**src/hdl/assert_macros.svh**
```systemverilog
// Assertion macros shared by the blind motor controller RTL.
// Stand-alone header with no dependencies.
`ifndef ASSERT_MACROS_SVH
`define ASSERT_MACROS_SVH

// Property checked on the rising clock edge, switched off while reset is low.
`define BMLC_ASSERT(lbl, clk, rstn, prop, msg) \
    lbl: assert property (@(posedge clk) disable iff (!rstn) prop) else $error(msg);

// Property checked on every rising clock edge, reset cycles included.
`define BMLC_ASSERT_RST(lbl, clk, prop, msg) \
    lbl: assert property (@(posedge clk) prop) else $error(msg);

`endif

```
**src/hdl/bmlc_pkg.sv**
```systemverilog
// Types, codes and reset constants for the blind motor limit controller.
// No dependencies; used by blind_motor_limit_controller.
package bmlc_pkg;

    // Controller phases, as reported on the phase output field.
    typedef enum logic [3:0] {
        PH_IDLE     = 4'd0,
        PH_SETTLE   = 4'd1,
        PH_TRAVEL   = 4'd2,
        PH_LOOSEN   = 4'd3,
        PH_RELEASE  = 4'd4,
        PH_MSETTLE  = 4'd5,
        PH_MRUN     = 4'd6,
        PH_HANDOVER = 4'd7,
        PH_MLOOSEN  = 4'd8
    } phase_t;

    // Configuration register indexes.
    typedef enum logic [2:0] {
        CFG_LOCKOUT       = 3'd0,
        CFG_CLOSE_TIMEOUT = 3'd1,
        CFG_OPEN_TIMEOUT  = 3'd2,
        CFG_SETTLE        = 3'd3,
        CFG_LOOSEN        = 3'd4,
        CFG_MANUAL_MIN    = 3'd5
    } cfg_index_t;

    // One tick beat; button_down sits in the lowest bit.
    typedef struct packed {
        logic close_request;
        logic open_request;
        logic limit_up;
        logic limit_down;
        logic button_up;
        logic button_down;
    } tick_t;

    // One result beat, padded to a byte; drive_left sits in the lowest bit.
    typedef struct packed {
        logic   spare;
        phase_t phase;
        logic   supply_pin;
        logic   drive_right;
        logic   drive_left;
    } result_t;

    // Configuration register set.
    typedef struct packed {
        logic [15:0] lockout;
        logic [15:0] close_timeout;
        logic [15:0] open_timeout;
        logic [9:0]  settle;
        logic [9:0]  loosen;
        logic [15:0] manual_min;
    } cfg_t;

    // Controller state. The phase counter never passes the settle or loosen
    // duration, so ten bits hold it.
    typedef struct packed {
        phase_t      phase;
        logic        dir_up;
        logic [9:0]  phase_ticks;
        logic [15:0] run_ticks;
        logic [15:0] since_trial;
    } state_t;

    // Outcome of one phase evaluation.
    typedef struct packed {
        state_t st;
        logic   again;
    } step_t;

    localparam cfg_t CfgReset = '{
        lockout:       16'd50000,
        close_timeout: 16'd11000,
        open_timeout:  16'd16000,
        settle:        10'd100,
        loosen:        10'd400,
        manual_min:    16'd1000
    };

    localparam state_t StateReset = '{
        phase:       PH_IDLE,
        dir_up:      1'b0,
        phase_ticks: 10'd0,
        run_ticks:   16'd0,
        since_trial: 16'd0
    };

    // The longest chain of phases passed within one tick is five long,
    // for example handover wait, settle, travel, loosen and release wait.
    localparam int StepPasses = 5;

endpackage

```
**src/hdl/blind_motor_limit_controller.sv**
```systemverilog
// Blind motor limit controller: one tick beat in, one result beat out.
// A tick beat accepted is held in the tick register, and its result beat is then registered
// in the result register and shown on m_tdata. Throughput: one beat per cycle while
// m_tready does not hold the result channel; the phase chain of a tick is settled by a
// short combinational step chain between the tick register and the result register.
// Reset (aresetn low, synchronous): phase idle, counters cleared, registers at
// their defaults, both channels empty. Depends on bmlc_pkg and assert_macros.svh.
`include "assert_macros.svh"

module blind_motor_limit_controller (
    input  logic        aclk,
    input  logic        aresetn,
    // Tick channel.
    input  logic        s_tvalid,
    output logic        s_tready,
    // s_tdata, from bit 0: button_down, button_up, limit_down, limit_up,
    // open_request, close_request, two unused bits.
    input  logic [7:0]  s_tdata,
    // Result channel.
    output logic        m_tvalid,
    input  logic        m_tready,
    // m_tdata, from bit 0: drive_left, drive_right, supply_pin, phase[3:0],
    // one zero bit.
    output logic [7:0]  m_tdata,
    // Configuration write port.
    input  logic        cfg_we,
    input  logic [2:0]  cfg_index,
    input  logic [15:0] cfg_wdata
);

    logic               in_valid_reg;
    bmlc_pkg::tick_t    in_tick_reg;
    logic               out_valid_reg;
    bmlc_pkg::result_t  out_data_reg;
    bmlc_pkg::result_t  out_data_next;
    bmlc_pkg::state_t   state_reg;
    bmlc_pkg::state_t   state_next;
    bmlc_pkg::cfg_t     cfg_reg;
    logic               s_accept;
    logic               proc;

    // Enter a phase with its counter cleared.
    function automatic bmlc_pkg::state_t begin_phase(input bmlc_pkg::state_t s,
                                                     input bmlc_pkg::phase_t p);
        bmlc_pkg::state_t r;
        r = s;
        r.phase = p;
        r.phase_ticks = '0;
        return r;
    endfunction

    // Start an automatic trial in the given direction.
    function automatic bmlc_pkg::state_t start_auto(input bmlc_pkg::state_t s,
                                                    input logic up);
        bmlc_pkg::state_t r;
        r = s;
        r.dir_up = up;
        r.since_trial = '0;
        r.run_ticks = '0;
        return begin_phase(r, bmlc_pkg::PH_SETTLE);
    endfunction

    // One evaluation of the current phase; again asks for the next phase to
    // be evaluated within the same tick.
    function automatic bmlc_pkg::step_t bmlc_step(input bmlc_pkg::state_t s,
                                                  input bmlc_pkg::tick_t t,
                                                  input bmlc_pkg::cfg_t c);
        bmlc_pkg::step_t r;
        logic            lim;
        logic            held;
        logic            other;
        logic            expired;
        logic [15:0]     tmo;
        r.st = s;
        r.again = 1'b0;
        lim = s.dir_up ? t.limit_up : t.limit_down;
        held = s.dir_up ? t.button_up : t.button_down;
        other = s.dir_up ? t.button_down : t.button_up;
        expired = (s.since_trial >= c.lockout);
        tmo = s.dir_up ? c.open_timeout : c.close_timeout;
        case (s.phase)
            bmlc_pkg::PH_IDLE: begin
                if (t.open_request && !t.limit_up && expired) begin
                    r.st = start_auto(s, 1'b1);
                    r.again = 1'b1;
                end else if (t.close_request && !t.limit_down && expired) begin
                    r.st = start_auto(s, 1'b0);
                    r.again = 1'b1;
                end else if (t.button_down && !t.limit_down) begin
                    r.st.dir_up = 1'b0;
                    r.st.run_ticks = '0;
                    r.st = begin_phase(r.st, bmlc_pkg::PH_MSETTLE);
                    r.again = 1'b1;
                end else if (t.button_up && !t.limit_up) begin
                    r.st.dir_up = 1'b1;
                    r.st.run_ticks = '0;
                    r.st = begin_phase(r.st, bmlc_pkg::PH_MSETTLE);
                    r.again = 1'b1;
                end
            end
            bmlc_pkg::PH_SETTLE, bmlc_pkg::PH_MSETTLE: begin
                if (s.phase_ticks >= c.settle) begin
                    r.st = begin_phase(s, (s.phase == bmlc_pkg::PH_SETTLE) ?
                                          bmlc_pkg::PH_TRAVEL : bmlc_pkg::PH_MRUN);
                    r.again = 1'b1;
                end else begin
                    r.st.phase_ticks = s.phase_ticks + 10'd1;
                end
            end
            bmlc_pkg::PH_TRAVEL: begin
                if (!lim && (s.run_ticks < tmo) && !t.button_down && !t.button_up) begin
                    r.st.run_ticks = s.run_ticks + 16'd1;
                end else begin
                    r.st = begin_phase(s, bmlc_pkg::PH_LOOSEN);
                    r.again = 1'b1;
                end
            end
            bmlc_pkg::PH_LOOSEN: begin
                if (s.phase_ticks >= c.loosen) begin
                    r.st = begin_phase(s, bmlc_pkg::PH_RELEASE);
                    r.again = 1'b1;
                end else begin
                    r.st.phase_ticks = s.phase_ticks + 10'd1;
                end
            end
            bmlc_pkg::PH_RELEASE: begin
                if (!t.button_down && !t.button_up) begin
                    r.st = begin_phase(s, bmlc_pkg::PH_IDLE);
                end
            end
            bmlc_pkg::PH_MRUN: begin
                if (held && !lim) begin
                    if (other) begin
                        r.st.run_ticks = '0;
                        r.st = begin_phase(r.st, bmlc_pkg::PH_HANDOVER);
                    end else if (s.run_ticks != '1) begin
                        r.st.run_ticks = s.run_ticks + 16'd1;
                    end
                end else if (s.run_ticks >= c.manual_min) begin
                    r.st = begin_phase(s, bmlc_pkg::PH_MLOOSEN);
                    r.again = 1'b1;
                end else begin
                    r.st = begin_phase(s, bmlc_pkg::PH_IDLE);
                end
            end
            bmlc_pkg::PH_HANDOVER: begin
                if (other) begin
                    r.st.phase_ticks = '0;
                end else if (s.phase_ticks >= c.settle) begin
                    if (!lim) begin
                        r.st = start_auto(s, s.dir_up);
                        r.again = 1'b1;
                    end else begin
                        r.st = begin_phase(s, bmlc_pkg::PH_IDLE);
                    end
                end else begin
                    r.st.phase_ticks = s.phase_ticks + 10'd1;
                end
            end
            bmlc_pkg::PH_MLOOSEN: begin
                if (s.phase_ticks >= c.loosen) begin
                    r.st = begin_phase(s, bmlc_pkg::PH_IDLE);
                end else begin
                    r.st.phase_ticks = s.phase_ticks + 10'd1;
                end
            end
            default: begin
                r.st = begin_phase(s, bmlc_pkg::PH_IDLE);
            end
        endcase
        return r;
    endfunction

    // Handshakes: the tick register drains whenever the result register is
    // free or being emptied, so a beat can enter every cycle.
    assign proc     = in_valid_reg && (!out_valid_reg || m_tready);
    assign s_tready = !in_valid_reg || proc;
    assign s_accept = s_tvalid && s_tready;
    assign m_tvalid = out_valid_reg;
    assign m_tdata  = out_data_reg;

    // Next state: age the trial lockout, then walk the phase chain of the tick.
    always_comb begin
        bmlc_pkg::step_t  stp;
        bmlc_pkg::state_t cur;
        logic             again;
        stp = '0;
        cur = state_reg;
        if (cur.since_trial != '1) begin
            cur.since_trial = cur.since_trial + 16'd1;
        end
        again = 1'b1;
        for (int i = 0; i < bmlc_pkg::StepPasses; i++) begin
            if (again) begin
                stp = bmlc_step(cur, in_tick_reg, cfg_reg);
                cur = stp.st;
                again = stp.again;
            end
        end
        state_next = cur;
    end

    // Outputs: motor lines and supply pin follow the phase the tick ends in.
    always_comb begin
        out_data_next = '0;
        out_data_next.supply_pin = 1'b1;
        out_data_next.phase = state_next.phase;
        case (state_next.phase)
            bmlc_pkg::PH_SETTLE, bmlc_pkg::PH_MSETTLE: begin
                out_data_next.supply_pin = 1'b0;
            end
            bmlc_pkg::PH_TRAVEL, bmlc_pkg::PH_MRUN, bmlc_pkg::PH_HANDOVER: begin
                out_data_next.supply_pin = 1'b0;
                out_data_next.drive_right = state_next.dir_up;
                out_data_next.drive_left = !state_next.dir_up;
            end
            bmlc_pkg::PH_LOOSEN, bmlc_pkg::PH_MLOOSEN: begin
                out_data_next.supply_pin = 1'b0;
                out_data_next.drive_left = state_next.dir_up;
                out_data_next.drive_right = !state_next.dir_up;
            end
            default: begin
                out_data_next.supply_pin = 1'b1;
            end
        endcase
    end

    // Control registers, controller state and configuration.
    always_ff @(posedge aclk) begin
        if (!aresetn) begin
            in_valid_reg  <= 1'b0;
            out_valid_reg <= 1'b0;
            state_reg     <= bmlc_pkg::StateReset;
            cfg_reg       <= bmlc_pkg::CfgReset;
        end else begin
            if (s_accept) begin
                in_valid_reg <= 1'b1;
            end else if (proc) begin
                in_valid_reg <= 1'b0;
            end
            if (proc) begin
                out_valid_reg <= 1'b1;
                state_reg     <= state_next;
            end else if (m_tready) begin
                out_valid_reg <= 1'b0;
            end
            if (cfg_we) begin
                case (cfg_index)
                    bmlc_pkg::CFG_LOCKOUT:       cfg_reg.lockout       <= cfg_wdata;
                    bmlc_pkg::CFG_CLOSE_TIMEOUT: cfg_reg.close_timeout <= cfg_wdata;
                    bmlc_pkg::CFG_OPEN_TIMEOUT:  cfg_reg.open_timeout  <= cfg_wdata;
                    bmlc_pkg::CFG_SETTLE:        cfg_reg.settle        <= cfg_wdata[9:0];
                    bmlc_pkg::CFG_LOOSEN:        cfg_reg.loosen        <= cfg_wdata[9:0];
                    bmlc_pkg::CFG_MANUAL_MIN:    cfg_reg.manual_min    <= cfg_wdata;
                    default: ;
                endcase
            end
        end
    end

    // Beat payload registers.
    always_ff @(posedge aclk) begin
        if (s_accept) begin
            in_tick_reg <= bmlc_pkg::tick_t'(s_tdata[5:0]);
        end
        if (proc) begin
            out_data_reg <= out_data_next;
        end
    end

    // Checks on the controller's own logic.
    `BMLC_ASSERT(a_no_short, aclk, aresetn, out_valid_reg |-> !(out_data_reg.drive_left && out_data_reg.drive_right), "both motor lines driven")
    `BMLC_ASSERT(a_drive_powered, aclk, aresetn, (out_valid_reg && (out_data_reg.drive_left || out_data_reg.drive_right)) |-> !out_data_reg.supply_pin, "motor driven with supply off")
    `BMLC_ASSERT(a_result_follows, aclk, aresetn, proc |=> out_valid_reg, "processed tick gave no result beat")
    `BMLC_ASSERT_RST(a_reset_clears, aclk, !aresetn |=> (!out_valid_reg && !in_valid_reg && (state_reg.phase == bmlc_pkg::PH_IDLE)), "reset left the controller busy")

endmodule
```
**config.mk**
```make
export PLATFORM = sky130hd
export DESIGN_NAME = blind_motor_limit_controller
export DESIGN_NICKNAME = d
export VERILOG_FILES = /design/src/hdl/bmlc_pkg.sv /design/src/hdl/blind_motor_limit_controller.sv
export VERILOG_INCLUDE_DIRS = /design/src /design/src/hdl
export SDC_FILE = /design/constraint.sdc
export NUM_CORES = 1
export LEC_CHECK = 0
export BUFFER_PORTS_ARGS = -buffer_cell sky130_fd_sc_hd__buf_2
export CAP_MARGIN = 10
export CELL_PAD_IN_SITES_DETAIL_PLACEMENT = 1
export CELL_PAD_IN_SITES_GLOBAL_PLACEMENT = 1
export CORE_AREA = 2 2 197 160
export CTS_BUF_LIST = sky130_fd_sc_hd__clkbuf_8 sky130_fd_sc_hd__clkbuf_16
export DETAILED_ROUTE_END_ITERATION = 7
export DIE_AREA = 0 0 199 162
export PLACE_DENSITY_LB_ADDON = 0.1
export SYNTH_ARGS = -nofsm -noshare
export SYNTH_HDL_FRONTEND = slang
export SYNTH_SLANG_ARGS = --single-unit
```
**constraint.sdc**
```tcl
create_clock -name aclk -period 33.7 [get_ports aclk]
set_input_delay 6.74 -clock aclk [delete_from_list [all_inputs] [get_ports aclk]]
set_output_delay 6.74 -clock aclk [all_outputs]
set_load 0.01 [all_outputs]
```
==> flow_summary.toml <==
[clock_network]
cts_buffers = 17
ctsHoldBuffers = 0
clk_pin_slew_ps = 70
cts_tree = "done"
cts_sinks = 146
insertion_delay_ps = 460
cts_resized = 0
cts_setup_buffers = 0
clock_path_buffers = 2
clock_tree.root_cell = "clkbuf_16"
htree_levels = 4

[floorplanning]
die_y_um = 162
core_mm2 = 0.0302
ioPinCount = 42
placementRows = 57
die_x_um = 199
start_util = 0.495
die-area_mm2 = 0.0322

[drt]
dr_total_vias = 15000
post_drt_wl_per_cell_um = 23.7
drc = 0
vias_per_cell = 6.44
drt_pass1_iterations = 5
routed_wl_um = 55200
ant_nets = 0
first_iter_violations = 1162

[timing]
rsz0062_at_grt = "false"
slew_headroom = 0.262
clock_skew_ps = 12.3
finalHoldViolations = 0
worst_pin_slew_ps = 1080
clock.fmax_mhz = 71.1
fin_crit_sh = 0.417
final_max_slew_viol_count = 0
setup_slack_ps = 19640
setup_tns_ps = 0
post-route-min-period_ps = 14060
finalSetupViolations = 0

[placement]
gp_congestion = 0.993
port_buffers = 38
place_hpwl_um = 43300
pre_cts_slack_ps = 19650

[cells_and_area]
final_cell_mix = "nand2_1 (297), ha_1 (213), dfxtp_1 (133), nor2_1 (123), a21oi_1 (113)"
utilization = 0.530
fillers = 3752
syn_to_final_growth_pct = 7.07
largest_reg_flops = 84
layout_commonest_cell = "nand2_1"
final_nets = 2147
n_antenna_cell = 0
final_layout_size_suffix_gt1_frac = 0.0846

[worst_setup_path]
worstPathBufferInverterCount = 2
critPathKind = "in -> out"
crit_chain = "buf_2, nor2b_1, nand2_1, buf_2"
worst_path_largest_cell_delay_ps = 230
slowest_stage = "nor2b_1"
cp_max_fo = 4
end_kind = "output port"
cp_top_family = "simple AND/OR/NAND/NOR gates"
start_kind = "primary input"
cp.arrival_ps = 7320
crit_required_ps = 26960
crit_top_cell = "buf_2"

[job]
cap_viol_max_count = 0

[power_and_ir_drop]
p_sw_uw = 173
p_comb_frac = 0.226
seqPwrFrac = 0.380
p_clk_frac = 0.394
p_int_uw = 327
cellPowerDensity_mw_per_mm2 = 31.2
p_leak_uw = 0.00692
swShare = 0.346
vdd_drop_max_v = 0.0000348

[global_route]
antenna_found_initial = 1
grtUsageTotal = 0.348
grt_max_degree = 110
grt_pass1_vias = 14900
grt_overflow = 0
grt_first_pass_wirelength_um = 86100

[synth]
synth.avg_cell_area_um2 = 7.80
synth.distinct_cells = 117
ys.flop_type = "dfxtp_1"
synthArstFlopShare = 0
ys_ff_latch = 146
syn_inst = 1914
synth_seq_area_share = 0.204
synth_edf_count = 13
synthesis.nets = 2159
yosysWarningCount = 0
syn_area_mm2 = 0.0149

[min_path]
hold_class = "reg -> reg"

[run_status]
status = "complete, no violations"
[synthesized netlist by cell type (25+ instances only)]
cell type,number,area [um^2]
nor2b_1,44,275
o211ai_1,34,255
nor3_1,25,125
nand2_1,297,1110
a21o_1,44,330
clkbuf_1,58,218
a21boi_0,81,608
nand2b_1,31,194
nand3_1,55,275
nor2_1,123,462
dfxtp_1,133,2660
mux2i_1,53,531
inv_1,89,334
ha_1,213,2670
nand4_1,31,194
a21oi_1,113,566
o21ai_0,89,445
[metrics by stage]
| step | instances | total power, uW | area (um^2) | hold WS (ps) |
|---|---|---|---|---|
| 4_1_cts | 2326 | 500 | 16000 | 471 |
| 6_report | 2328 | 500 | 16000 | 468 |
| 5_1_grt | 2328 | 520 | 16000 | 487 |
| 3_5_place_dp | 2294 | 303 | 15400 | 461 |
| 3_3_place_gp | 2294 | 298 | 15400 | 455 |
| 2_1_floorplan | 1914 | 265 | 14900 | 443 |
[path summary, 6_finish.rpt]
kind	from	to	slack (ps)	depth (start not counted)
hold reg to reg	cfg_reg[34]	cfg_reg[34]	470	2
hold / removal	cfg_reg[34]	cfg_reg[34]	470	2
setup reg to reg	state_reg[4]	m_tdata[0]	19740	57
setup / recovery	m_tready	s_tready	19640	4
[worst reg2reg max path, delay by kind of cell (launching register included)]
| kind | cells | cell delay (ps) |
|---|---|---|
| adder cells (fa/ha/maj) | 4 | 1130 |
| XOR/XNOR | 1 | 170 |
| flip-flops | 1 | 410 |
| AO/OA/AOI/OAI | 30 | 7000 |
| buffers and inverters | 3 | 480 |
| AND/OR/NAND/NOR | 19 | 4600 |
[metal layers]
metal	global-route usage	part of all wire
met5	0	0.00024
met4	0.133	0.036
met3	0.0656	0.065
met2	0.543	0.44
met1	0.476	0.46
[cell families (layout without fill, tap and decap cells)]
logic type               count (synthesis)  after routing  synth area share
AO/OA/AOI/OAI                          569            569             0.274
flip-flops                             146            146             0.204
buffers and inverters                  173            174            0.0472
adder cells (fa/ha/maj)                213            213             0.178
XOR/XNOR                                21             21            0.0123
multiplexers                            61             61            0.0417
AND/OR/NAND/NOR                        730            730             0.242
other                                    1              1          0.000251
[power groups by stage]
stage | registers (uW) | logic, uW | clock network [uW]
after global placement | 193 | 105 | 0
after global routing | 191 | 123 | 206
after CTS | 190 | 110 | 200
final | 190 | 113 | 197
after floorplan | 189 | 75.9 | 0
after detailed placement | 194 | 110 | 0
[layout make-up]
| cell class | instances | area (um^2) | share of cell area |
|---|---|---|---|
| Clock buffer | 18 | 439 | 0.0275 |
| Tap cell | 413 | 517 | 0.0323 |
| Clock inverter | 14 | 146 | 0.00915 |
| Multi-Input combinational cell | 1595 | 11200 | 0.700 |
| Sequential cell | 146 | 3050 | 0.191 |
| Inverter | 89 | 334 | 0.0209 |
| Timing Repair Buffer | 53 | 309 | 0.0193 |
No activity file was read; power rests on OpenSTA's default activity.
